`src/rtl/core/assert_macros.svh`:
```
// Assertion helpers shared by the RTL.
`ifndef ASSERT_MACROS_SVH
`define ASSERT_MACROS_SVH

// Implication checked at every clock edge outside reset.
`define ASSERT_IMPLIES(label, clk, rst_n, pre, post) \
    label: assert property (@(posedge clk) disable iff (!rst_n) (pre) |-> (post)) \
        else $error("assertion failed");

// Implication whose consequent is checked in the cycle after the antecedent.
`define ASSERT_NEXT(label, clk, rst_n, pre, post) \
    label: assert property (@(posedge clk) disable iff (!rst_n) (pre) |=> (post)) \
        else $error("assertion failed");

`endif

```
`src/rtl/core/trm_pkg.sv`:
```
package trm_pkg;

    typedef enum logic [2:0] {
        ACT_ISSUE    = 3'd0,
        ACT_RESPONSE = 3'd1,
        ACT_REGISTER = 3'd2,
        ACT_CANCEL   = 3'd3,
        ACT_WAIT     = 3'd4,
        ACT_TICK     = 3'd5,
        ACT_CLEAR    = 3'd6,
        ACT_UNUSED   = 3'd7
    } t_action;

    typedef enum logic [3:0] {
        ST_ISSUED     = 4'd0,
        ST_IGNORED    = 4'd1,
        ST_RESOLVED   = 4'd2,
        ST_FIRED      = 4'd3,
        ST_STASHED    = 4'd4,
        ST_STASH_DROP = 4'd5,
        ST_REGISTERED = 4'd6,
        ST_NO_SLOT    = 4'd7,
        ST_CANCELLED  = 4'd8,
        ST_STASH_HIT  = 4'd9,
        ST_WAITING    = 4'd10,
        ST_TIMEOUT    = 4'd11,
        ST_TICK_IDLE  = 4'd12,
        ST_CLEARED    = 4'd13
    } t_status;

    typedef enum logic [1:0] {
        FSM_IDLE,
        FSM_EXEC
    } t_fsm;

    localparam int TIMEOUT_W = 16;
    localparam logic [TIMEOUT_W-1:0] TIMEOUT_RESET = 16'd1000;
    localparam logic [7:0] TAG_LAST = 8'd255;

    // Controller to datapath.
    typedef struct packed {
        logic capture;
        logic execute;
    } t_cmd;

endpackage

```
`src/rtl/core/tag_response_matcher.sv`:
```
// Tag scoreboard: issues tags 1..255, matches responses to a blocking wait,
// one-shot async slots, or a stash. Each item passes through the controller as
// a capture step, then an execute step against the slot and stash tables; busy
// is high in the execute step, and the result appears in the cycle after it with
// o_done high for exactly one cycle. The receiver cannot stall, so results
// must be taken when o_done is high. A new start is ignored while busy is high.
`include "assert_macros.svh"

module tag_response_matcher #(
    parameter int PENDING_SLOTS = 8,
    parameter int PAYLOAD_WIDTH = 32
) (
    input  logic        i_clk,
    input  logic        i_rst_n,
    input  logic        start,
    output logic        busy,
    input  logic        i_cfg_we,
    input  logic [15:0] i_cfg_data,
    input  logic [2:0]  i_action,
    input  logic [7:0]  i_tag,
    input  logic [31:0] i_result_data,
    output logic        o_done,
    output logic [3:0]  o_status,
    output logic [7:0]  o_tag_out,
    output logic [31:0] o_payload_out,
    output logic [2:0]  o_slot_out
);

    trm_pkg::t_cmd cmd;

    trm_ctrl u_ctrl (
        .i_clk   (i_clk),
        .i_rst_n (i_rst_n),
        .i_start (start),
        .o_busy  (busy),
        .o_cmd   (cmd)
    );

    trm_datapath #(
        .PENDING_SLOTS (PENDING_SLOTS),
        .PAYLOAD_WIDTH (PAYLOAD_WIDTH)
    ) u_dp (
        .i_clk          (i_clk),
        .i_rst_n        (i_rst_n),
        .i_cmd          (cmd),
        .i_cfg_we       (i_cfg_we),
        .i_cfg_data     (i_cfg_data),
        .i_action       (i_action),
        .i_tag          (i_tag),
        .i_result_data  (i_result_data),
        .o_result_valid (o_done),
        .o_status       (o_status),
        .o_tag_out      (o_tag_out),
        .o_payload_out  (o_payload_out),
        .o_slot_out     (o_slot_out)
    );

    `ASSERT_NEXT(a_accept_busy, i_clk, i_rst_n, start && !busy, busy)
    `ASSERT_NEXT(a_busy_done, i_clk, i_rst_n, busy, o_done)
    `ASSERT_IMPLIES(a_done_free, i_clk, i_rst_n, o_done, !busy)

endmodule

```
`src/rtl/core/trm_ctrl.sv`:
```
module trm_ctrl (
    input  logic          i_clk,
    input  logic          i_rst_n,
    input  logic          i_start,
    output logic          o_busy,
    output trm_pkg::t_cmd o_cmd
);

    trm_pkg::t_fsm r_state;
    trm_pkg::t_fsm n_state;

    always_ff @(posedge i_clk) begin
        if (!i_rst_n) begin
            r_state <= trm_pkg::FSM_IDLE;
        end else begin
            r_state <= n_state;
        end
    end

    always_comb begin
        n_state       = r_state;
        o_cmd.capture = 1'b0;
        o_cmd.execute = 1'b0;
        o_busy        = 1'b0;
        case (r_state)
            trm_pkg::FSM_IDLE: begin
                if (i_start) begin
                    o_cmd.capture = 1'b1;
                    n_state       = trm_pkg::FSM_EXEC;
                end
            end
            trm_pkg::FSM_EXEC: begin
                o_busy        = 1'b1;
                o_cmd.execute = 1'b1;
                n_state       = trm_pkg::FSM_IDLE;
            end
            default: begin
                n_state = trm_pkg::FSM_IDLE;
            end
        endcase
    end

endmodule

```
`src/rtl/core/trm_datapath.sv`:
```
module trm_datapath #(
    parameter int PENDING_SLOTS = 8,
    parameter int PAYLOAD_WIDTH = 32
) (
    input  logic                 i_clk,
    input  logic                 i_rst_n,
    input  trm_pkg::t_cmd        i_cmd,
    input  logic                 i_cfg_we,
    input  logic [15:0]          i_cfg_data,
    input  logic [2:0]           i_action,
    input  logic [7:0]           i_tag,
    input  logic [31:0]          i_result_data,
    output logic                 o_result_valid,
    output logic [3:0]           o_status,
    output logic [7:0]           o_tag_out,
    output logic [31:0]          o_payload_out,
    output logic [2:0]           o_slot_out
);

    localparam int SW = (PENDING_SLOTS > 1) ? $clog2(PENDING_SLOTS) : 1;
    localparam int PW = (PAYLOAD_WIDTH < 32) ? PAYLOAD_WIDTH : 32;

    logic [15:0]              r_timeout;
    logic [7:0]               r_counter;
    logic [7:0]               r_wait_tag;
    logic [15:0]              r_elapsed;
    logic [PENDING_SLOTS-1:0] r_slot_act;
    logic [7:0]               r_slot_tag [PENDING_SLOTS];
    logic [PENDING_SLOTS-1:0] r_st_val;
    logic [7:0]               r_st_tag   [PENDING_SLOTS];
    logic [PW-1:0]            r_st_pay   [PENDING_SLOTS];
    logic [2:0]               r_act;
    logic [7:0]               r_tag;
    logic [PW-1:0]            r_data;
    logic                     r_ovalid;
    logic [3:0]               r_ostatus;
    logic [7:0]               r_otag;
    logic [31:0]              r_opay;
    logic [2:0]               r_oslot;

    // Match vectors and first-hit encoders.
    logic [PENDING_SLOTS-1:0] slot_hit, st_hit;
    logic                     slot_any, free_any, st_any, st_free_any;
    logic [SW-1:0]            slot_idx, free_idx, st_idx, st_free_idx;

    always_comb begin
        slot_any = 1'b0; free_any = 1'b0; st_any = 1'b0; st_free_any = 1'b0;
        slot_idx = '0; free_idx = '0; st_idx = '0; st_free_idx = '0;
        for (int i = PENDING_SLOTS - 1; i >= 0; i--) begin
            slot_hit[i] = r_slot_act[i] && (r_slot_tag[i] == r_tag);
            st_hit[i]   = r_st_val[i] && (r_st_tag[i] == r_tag);
            if (slot_hit[i]) begin
                slot_any = 1'b1; slot_idx = SW'(i);
            end
            if (!r_slot_act[i]) begin
                free_any = 1'b1; free_idx = SW'(i);
            end
            if (st_hit[i]) begin
                st_any = 1'b1; st_idx = SW'(i);
            end
            if (!r_st_val[i]) begin
                st_free_any = 1'b1; st_free_idx = SW'(i);
            end
        end
    end

    always_ff @(posedge i_clk) begin
        if (i_cmd.capture) begin
            r_act  <= i_action;
            r_tag  <= i_tag;
            r_data <= i_result_data[PW-1:0];
        end
    end

    always_ff @(posedge i_clk) begin
        if (!i_rst_n) begin
            r_timeout  <= trm_pkg::TIMEOUT_RESET;
            r_counter  <= 8'd1;
            r_wait_tag <= '0;
            r_elapsed  <= '0;
            r_slot_act <= '0;
            r_st_val   <= '0;
            r_ovalid   <= 1'b0;
        end else begin
            if (i_cfg_we) begin
                r_timeout <= i_cfg_data;
            end
            r_ovalid <= i_cmd.execute;
            if (i_cmd.execute) begin
                r_ostatus <= trm_pkg::ST_IGNORED;
                r_otag    <= r_tag;
                r_opay    <= '0;
                r_oslot   <= '0;
                case (trm_pkg::t_action'(r_act))
                    trm_pkg::ACT_ISSUE: begin
                        r_ostatus <= trm_pkg::ST_ISSUED;
                        r_otag    <= r_counter;
                        r_counter <= (r_counter == trm_pkg::TAG_LAST) ? 8'd1
                                                                      : r_counter + 8'd1;
                    end
                    trm_pkg::ACT_RESPONSE: begin
                        if (r_tag == 8'd0) begin
                            r_ostatus <= trm_pkg::ST_IGNORED;
                        end else if (r_wait_tag == r_tag) begin
                            r_wait_tag <= '0;
                            r_elapsed  <= '0;
                            r_ostatus  <= trm_pkg::ST_RESOLVED;
                            r_opay     <= 32'(r_data);
                        end else if (slot_any) begin
                            r_slot_act[slot_idx] <= 1'b0;
                            r_ostatus <= trm_pkg::ST_FIRED;
                            r_opay    <= 32'(r_data);
                            r_oslot   <= 3'(slot_idx);
                        end else if (st_any) begin
                            r_st_pay[st_idx] <= r_data;
                            r_ostatus        <= trm_pkg::ST_STASHED;
                        end else if (st_free_any) begin
                            r_st_val[st_free_idx] <= 1'b1;
                            r_st_tag[st_free_idx] <= r_tag;
                            r_st_pay[st_free_idx] <= r_data;
                            r_ostatus             <= trm_pkg::ST_STASHED;
                        end else begin
                            // Full: drop entry 0, shift the rest down and append at the end.
                            for (int i = 0; i < PENDING_SLOTS - 1; i++) begin
                                r_st_tag[i] <= r_st_tag[i+1];
                                r_st_pay[i] <= r_st_pay[i+1];
                            end
                            r_st_tag[PENDING_SLOTS-1] <= r_tag;
                            r_st_pay[PENDING_SLOTS-1] <= r_data;
                            r_ostatus <= trm_pkg::ST_STASH_DROP;
                        end
                    end
                    trm_pkg::ACT_REGISTER: begin
                        if (free_any) begin
                            r_slot_act[free_idx] <= 1'b1;
                            r_slot_tag[free_idx] <= r_tag;
                            r_ostatus <= trm_pkg::ST_REGISTERED;
                            r_oslot   <= 3'(free_idx);
                        end else begin
                            r_ostatus <= trm_pkg::ST_NO_SLOT;
                        end
                    end
                    trm_pkg::ACT_CANCEL: begin
                        r_slot_act <= r_slot_act & ~slot_hit;
                        r_ostatus  <= trm_pkg::ST_CANCELLED;
                    end
                    trm_pkg::ACT_WAIT: begin
                        if (st_any) begin
                            r_st_val[st_idx] <= 1'b0;
                            r_ostatus <= trm_pkg::ST_STASH_HIT;
                            r_opay    <= 32'(r_st_pay[st_idx]);
                        end else begin
                            r_wait_tag <= r_tag;
                            r_elapsed  <= '0;
                            r_ostatus  <= trm_pkg::ST_WAITING;
                        end
                    end
                    trm_pkg::ACT_TICK: begin
                        if (r_wait_tag == 8'd0) begin
                            r_ostatus <= trm_pkg::ST_TICK_IDLE;
                            r_otag    <= '0;
                        end else if ({1'b0, r_elapsed} + 17'd1 > {1'b0, r_timeout}) begin
                            r_wait_tag <= '0;
                            r_elapsed  <= '0;
                            r_ostatus  <= trm_pkg::ST_TIMEOUT;
                            r_otag     <= r_wait_tag;
                        end else begin
                            r_elapsed <= r_elapsed + 16'd1;
                            r_ostatus <= trm_pkg::ST_WAITING;
                            r_otag    <= r_wait_tag;
                        end
                    end
                    trm_pkg::ACT_CLEAR: begin
                        r_wait_tag <= '0;
                        r_elapsed  <= '0;
                        r_slot_act <= '0;
                        r_st_val   <= '0;
                        r_ostatus  <= trm_pkg::ST_CLEARED;
                        r_otag     <= '0;
                    end
                    default: begin
                        r_ostatus <= trm_pkg::ST_IGNORED;
                    end
                endcase
            end
        end
    end

    assign o_result_valid = r_ovalid;
    assign o_status       = r_ostatus;
    assign o_tag_out      = r_otag;
    assign o_payload_out  = r_opay;
    assign o_slot_out     = r_oslot;

endmodule
```
`config.mk`:
```
export PLATFORM = sky130hd
export DESIGN_NAME = tag_response_matcher
export DESIGN_NICKNAME = d
export VERILOG_FILES = /design/src/rtl/core/trm_pkg.sv /design/src/rtl/core/tag_response_matcher.sv /design/src/rtl/core/trm_ctrl.sv /design/src/rtl/core/trm_datapath.sv
export VERILOG_INCLUDE_DIRS = /design/src /design/src/rtl/core
export SDC_FILE = /design/constraint.sdc
export NUM_CORES = 1
export LEC_CHECK = 0
export BUFFER_PORTS_ARGS = -buffer_cell sky130_fd_sc_hd__buf_2
export CAP_MARGIN = 10
export CORE_MARGIN = 1.5
export CORE_UTILIZATION = 50
export DETAILED_ROUTE_END_ITERATION = 10
export PLACE_DENSITY_LB_ADDON = 0.12
export SLEW_MARGIN = 10
export SYNTH_ARGS = -nofsm -noshare
export SYNTH_HDL_FRONTEND = slang
export SYNTH_HIERARCHICAL = 1
export SYNTH_SLANG_ARGS = --single-unit
```
`constraint.sdc`:
```
create_clock -name i_clk -period 6.1 [get_ports i_clk]
set_input_delay 0.305 -clock i_clk [delete_from_list [all_inputs] [get_ports i_clk]]
set_output_delay 0.305 -clock i_clk [all_outputs]
set_load 0.05 [all_outputs]
```
== Word-level counts from Yosys, hierarchy flattened ==
Memory sizes are Yosys's and may differ from the RTL's.
Index checks and enable logic that the tools add are counted.

* Reduce and logical (&&, ||, !) cells: 37
* Mux-type cells: 162
* $lt $le $gt $ge: 9
* Equality and inequality tests: 36
* Bitwise operators: 8
* $add $sub $neg: 3

{| class="wikitable"
|+ Operator list
! cell !! count
|-
| 32-bit 2-to-1 mux || 6
|-
| 8-bit 2-to-1 mux || 18
|-
| 8-bit == test || 17
|-
| 3-bit 2-to-1 mux || 39
|-
| 16-bit 2-to-1 mux || 5
|-
| 1-bit 2-to-1 mux || 76
|-
| 16-bit one-hot mux with 4 select lines || 1
|-
| 32-bit one-hot mux with 2 select lines || 1
|-
| 8-bit one-hot mux with 4 select lines || 2
|-
| 32-bit OR reduction || 2
|-
| 8-bit one-hot mux with 3 select lines || 2
|-
| 4-bit one-hot mux with 7 select lines || 1
|-
| 8-bit AND || 3
|-
| 8-bit NOT || 3
|-
| 1-bit logical AND || 20
|-
| 4-bit 2-to-1 mux || 5
|-
| 16-bit by 1-bit adder with 17-bit output, second input constant || 1
|-
| 17-bit by 16-bit greater-than comparator with 1-bit output || 1
|-
| 16-bit by 1-bit adder with 16-bit output, second input constant || 1
|-
| 8-bit zero test || 2
|-
| 3-bit by 4-bit < comparator with 1-bit output, second input constant || 4
|-
| 8-bit OR || 2
|-
| 1-bit demux with 3-bit select || 4
|-
| 3-bit by 1-bit >= comparator with 1-bit output, second input constant || 4
|-
| 18 further kinds || 35
|}

* Output and inout port bits: 49
* Bits in writable memories: 384
* Input bits: 63
* Logic and storage cells: 273
* Memories: 3
* Register bits after elaboration: 156

{| class="wikitable"
|+ Memory list
! memory !! depth !! bits a word !! rd ports !! clocked after memory_dff !! write ports !! line !! RTL
|-
| u_dp.r_st_pay || 8 || 32 || 8 || 0 || 8 || trm_datapath.sv:31 || <nowiki>logic [PW-1:0] r_st_pay [PENDING_SLOTS];</nowiki>
|-
| u_dp.r_slot_tag || 8 || 8 || 8 || 0 || 1 || trm_datapath.sv:28 || <nowiki>logic [7:0] r_slot_tag [PENDING_SLOTS];</nowiki>
|-
| u_dp.r_st_tag || 8 || 8 || 8 || 0 || 8 || trm_datapath.sv:30 || <nowiki>logic [7:0] r_st_tag [PENDING_SLOTS];</nowiki>
|}

== Logic depth before layout (Yosys ltp) ==
An unclocked memory read counts as a cell.

* Depth in word-level cells: 22
* Depth in mapped cells: 15
* Mapped depth without buffers: 14

== By module ==
Netlist, hierarchy kept.

{| class="wikitable"
|+ Modules (own cells, without submodules)
! module !! area an instance (µm²) !! cells each !! times used
|-
| trm_datapath || 25752.2 || 2121 || 1
|-
| trm_ctrl || 42.5 || 4 || 1
|}

== Worst setup path after synthesis ==
Ideal clock, no wire load.

* Path kind: register to register
* Start point: register u_ctrl.r_state[0]
* End point: memory u_dp/r_st_pay[2][0] (netlist name) (enable)
* Buffers on the path: 1
* Library setup time: 0.466 ns
* Period minus slack after synthesis: 6.968 ns
* Stages on the path, launching flop included: 9
* Arrival: 6.503 ns
* Path slack: -0.868 ns
* Data required time: 5.634 ns
* Cell sequence: dfxtp_1 > buf_4 > inv_1 > nor2_1 > and3b_1 > nand4_2 > o41ai_1 > nand2_1 > o21ai_0

{| class="wikitable"
|+ RTL lines
! what !! line !! RTL
|-
| start, declared || trm_ctrl.sv:9 || <nowiki>trm_pkg::t_fsm r_state;</nowiki>
|-
| start signal, assigned || trm_ctrl.sv:14 || <nowiki>r_state <= trm_pkg::FSM_IDLE;</nowiki>
|-
| start signal, assigned || trm_ctrl.sv:16 || <nowiki>r_state <= n_state;</nowiki>
|-
| end, declared || trm_datapath.sv:31 ||
|}

==> load_flow_metrics.sql <==
INSERT INTO impl_metrics (metric_group, metric, value, unit) VALUES
('route', 'detail_route.wl_per_cell', '23.7', 'µm'),
('setup_path', 'cpPeakStageDelay', '0.88', 'ns'),
('global_route', 'global_route_wire_length_before_repair', '107', 'mm'),
('cells_and_area', 'instances_no_fill', '2965', ''),
('placement', 'dpl.cell_count', '2799', ''),
('hold_path', 'hold_class', 'input port to flop', ''),
('global_route', 'grt_use_total', '26.3', '%'),
('status', 'status', 'complete, no violations', ''),
('cts', 'clockBufferDepth', '3', ''),
('cts', 'clk_root_buffer_cell', 'sky130_fd_sc_hd__clkbuf_16', ''),
('route', 'drt_pass1_iterations', '6', ''),
('global_route', 'grt_antenna_before_repair', '0', ''),
('power', 'clock_power_share', '44.6', '%'),
('yosys', 'synth_compound_area_share', '16.2', '%'),
('hold_path', 'hold_path_depth', '3', ''),
('power', 'pwr_dens', '278', 'nW/µm²'),
('power', 'power.sequential.fraction', '50.3', '%'),
('yosys', 'syn_inst', '2125', ''),
('cells_and_area', 'final_core_util', '57.4', '%'),
('route', 'drtIter0Drc', '1874', ''),
('route', 'avgViaCountPerCell', '6.09', ''),
('cts', 'clkSinkCount', '540', ''),
('cells_and_area', 'final_stage_net_count', '2320', ''),
('cells_and_area', 'syn_to_final_growth', '14.0', '%'),
('timing', 'slew_headroom', '21.9', '%'),
('hold_path', 'hold_start', 'i_cfg_we', ''),
('setup_path', 'slowest_stage', 'sky130_fd_sc_hd__edfxtp_1', ''),
('setup_path', 'r2r_end', 'u_dp/r_st_pay[7][26]', ''),
('timing', 'rsz0062_at_grt', 'no', ''),
('yosys', 'synth_top_cell_area_share', '55.2', '%'),
('hold_path', 'hold_end', 'u_dp/r_timeout[3]', ''),
('cells_and_area', 'diodes', '0', ''),
('setup_path', 'worstReg2RegStart', 'u_dp/r_act[0]', ''),
('flow_run', 'cap_violations', '0', ''),
('setup_path', 'setup.worst_path.end_class', 'flop', ''),
('yosys', 'synth_area_per_cell', '12.1', 'µm²'),
('floorplan', 'die-width', '230', 'µm'),
('yosys', 'post_synth_and_or_nand_nor_area_fraction', '11.5', '%'),
('power', 'intPower', '6.42', 'mW'),
('yosys', 'yosys.area.top_type', 'sky130_fd_sc_hd__edfxtp_1', ''),
('cells_and_area', 'postLayoutCellArea', '29400', 'µm²'),
('cts', 'cts_tree', 'yes', ''),
('timing', 'timing.setup.tns', '0', 'ns'),
('setup_path', 'crit_cells', '9', ''),
('setup_path', 'timing.critical_path.cells', 'nand2b_1 -> nor2_2 -> nand2_1 -> and3b_1 -> nand4_2 -> o41ai_1 -> nand2b_1 -> o21ai_4 -> buf_4', ''),
('yosys', 'synth-seq-cells', '540', ''),
('yosys', 'synth_mux_area_share', '1.44', '%'),
('yosys', 'syn_area', '25800', 'µm²'),
('placement', 'dp_hpwl', '44.5', 'mm'),
('setup_path', 'criticalPathCategory', 'flop to flop', ''),
('placement', 'placement.io_buffers', '111', ''),
('setup_path', 'r2r.worst_path.cells', '9', ''),
('floorplan', 'floorplan_core_area', '51200', 'µm²'),
('placement', 'postPlaceCellArea', '26800', 'µm²'),
('setup_path', 'cell_family_with_the_largest_share_of_critical_path_delay', 'simple AND/OR/NAND/NOR gates', ''),
('cts', 'postCtsSetupRepairBufs', '0', ''),
('power', 'psw', '1.75', 'mW'),
('timing', 'timing.final.setup_violations', '0', ''),
('yosys', 'netlist_top_cells_area', 'sky130_fd_sc_hd__edfxtp_1 (55%), sky130_fd_sc_hd__a21o_1 (8.4%), sky130_fd_sc_hd__dfxtp_1 (5.1%), sky130_fd_sc_hd__xnor2_1 (4.1%), sky130_fd_sc_hd__nor2_1 (2.4%)', ''),
('floorplan', 'die-area', '53000', 'µm²'),
('setup_path', 'rrSetupSlack', '1.11', 'ns'),
('yosys', 'yosys.area_share.adder', '0.873', '%'),
('route', 'drt_drc_violations_left', '0', ''),
('route', 'detailed_route_wl', '70.4', 'mm'),
('cells_and_area', 'final_layout_size_suffix_gt1_share', '12.9', '%'),
('power', 'power.share.switching', '21.4', '%'),
('setup_path', 'worstSetupStartpointType', 'flop', ''),
('power', 'leakage', '11.4', 'nW'),
('placement', 'gp_congestion', '0.964', ''),
('setup_path', 'timing.critical_path.mode_cell', 'sky130_fd_sc_hd__nand2b_1', ''),
('setup_path', 'critPathMaxFanout', '25', '');
[final cells by class]
| class | instances | area, µm² |
|---|---|---|
| clock buffers | 67 | 1520 |
| clock inverters | 38 | 442 |
| fillers | 4229 | 21800 |
| inverters | 36 | 135 |
| multi-input cells | 1393 | 9430 |
| flip-flops and latches | 540 | 15600 |
| well taps | 680 | 851 |
| repair buffers | 211 | 1480 |
[stage by stage]
| stage | worst slack, ns | hold WS (ns) |
|---|---|---|
| 6_report | 1.11 | 0.209 |
| 5_1_grt | 0.804 | 0.232 |
| 4_1_cts | 1.21 | 0.183 |
| 3_5_place_dp | 1.22 | 0.459 |
| 3_3_place_gp | 1.36 | 0.459 |
| 2_1_floorplan | 0.0550 | 0.404 |
[power by group through the flow]
stage | Combinational, mW | Clock (mW) | Sequential (mW)
2_1_floorplan | 0.279 | 0 | 4.18
3_3_place_gp | 0.376 | 0 | 4.18
3_5_place_dp | 0.383 | 0 | 4.18
4_1_cts | 0.413 | 3.71 | 4.11
5_1_grt | 0.455 | 3.84 | 4.11
6_report | 0.413 | 3.64 | 4.11
[kinds of logic (layout without fill, tap and decap cells)]
group,count (synthesis),in the layout
mux,37,37
compound gates,573,573
flops,540,540
fa+ha+maj,18,18
xor+xnor,173,173
simple gates,592,592
buf+inv,192,352
[routing by layer]
layer  vias up  GRT usage [%]  share of wire [%]
met5         -              0                  0
met4         0           8.03                2.6
met3       115           4.15                7.2
met2       728           41.0                 45
met1      9056           38.0                 45
li1       8159              -                  -
[how the worst max path moves through the flow]
| stage | endpoint | from | slack (ns) |
|---|---|---|---|
| 2_1_floorplan | u_dp/r_st_pay[5][0] | u_ctrl/r_state[0] | 0.06 |
| 3_3_place_gp | u_dp/r_st_pay[6][26] | u_dp/r_act[0] | 1.36 |
| 3_5_place_dp | u_dp/r_st_pay[7][26] | u_dp/r_act[0] | 1.22 |
| 4_1_cts | u_dp/r_st_pay[6][28] | u_dp/r_act[0] | 1.21 |
| 5_1_grt | u_dp/r_st_pay[7][1] | u_dp/r_act[0] | 0.80 |
| 6_report | u_dp/r_st_pay[7][26] | u_dp/r_act[0] | 1.11 |
[worst register-to-register path: cells and delay by family, from the launching register on]
kind / cells / cell delay, ns
AO/OA/AOI/OAI: 2 / 1.08
buffers and inverters: 1 / 0.53
flip-flops: 1 / 0.88
AND/OR/NAND/NOR: 6 / 2.12
[sequential cells by signal, summed over array words and instances, names as in the netlist]
signal / flops
u_dp/o_result_valid: 1
u_dp/r_tag: 8
u_dp/r_st_tag: 64
u_dp/r_st_pay: 256
u_dp/r_counter: 8
u_dp/o_tag_out: 8
u_dp/o_status: 4
u_dp/r_data: 32
u_ctrl/r_state: 1
u_dp/r_elapsed: 16
u_dp/o_slot_out: 3
u_dp/r_wait_tag: 8
u_dp/o_payload_out: 32
u_dp/r_slot_act: 8
u_dp/r_slot_tag: 64
u_dp/r_act: 3
u_dp/r_timeout: 16
u_dp/r_st_val: 8
[timing repair]
item / in CTS / in global routing
endpoints found under the hold margin: 60 / 0
endpoints found under the setup margin: 0 / 0
hold buffers: 60 / 0
gates resized for setup: 0 / 0
[Yosys cell counts (22+ instances only)]
cell type and count:
sky130_fd_sc_hd__buf_2 40, sky130_fd_sc_hd__edfxtp_1 474, sky130_fd_sc_hd__o22ai_1 22, sky130_fd_sc_hd__a21o_1 288, sky130_fd_sc_hd__nor3_1 34, sky130_fd_sc_hd__inv_1 33
sky130_fd_sc_hd__xor2_1 50, sky130_fd_sc_hd__nand3_1 60, sky130_fd_sc_hd__o21ai_0 66, sky130_fd_sc_hd__xnor2_1 122, sky130_fd_sc_hd__mux2i_1 37, sky130_fd_sc_hd__o221ai_1 28
sky130_fd_sc_hd__clkbuf_1 77, sky130_fd_sc_hd__nand4_1 38, sky130_fd_sc_hd__nand2_1 146, sky130_fd_sc_hd__dfxtp_1 66, sky130_fd_sc_hd__a21oi_1 57, sky130_fd_sc_hd__and2_0 29
sky130_fd_sc_hd__nor2_1 162
Power figures use the tool's default switching activity.
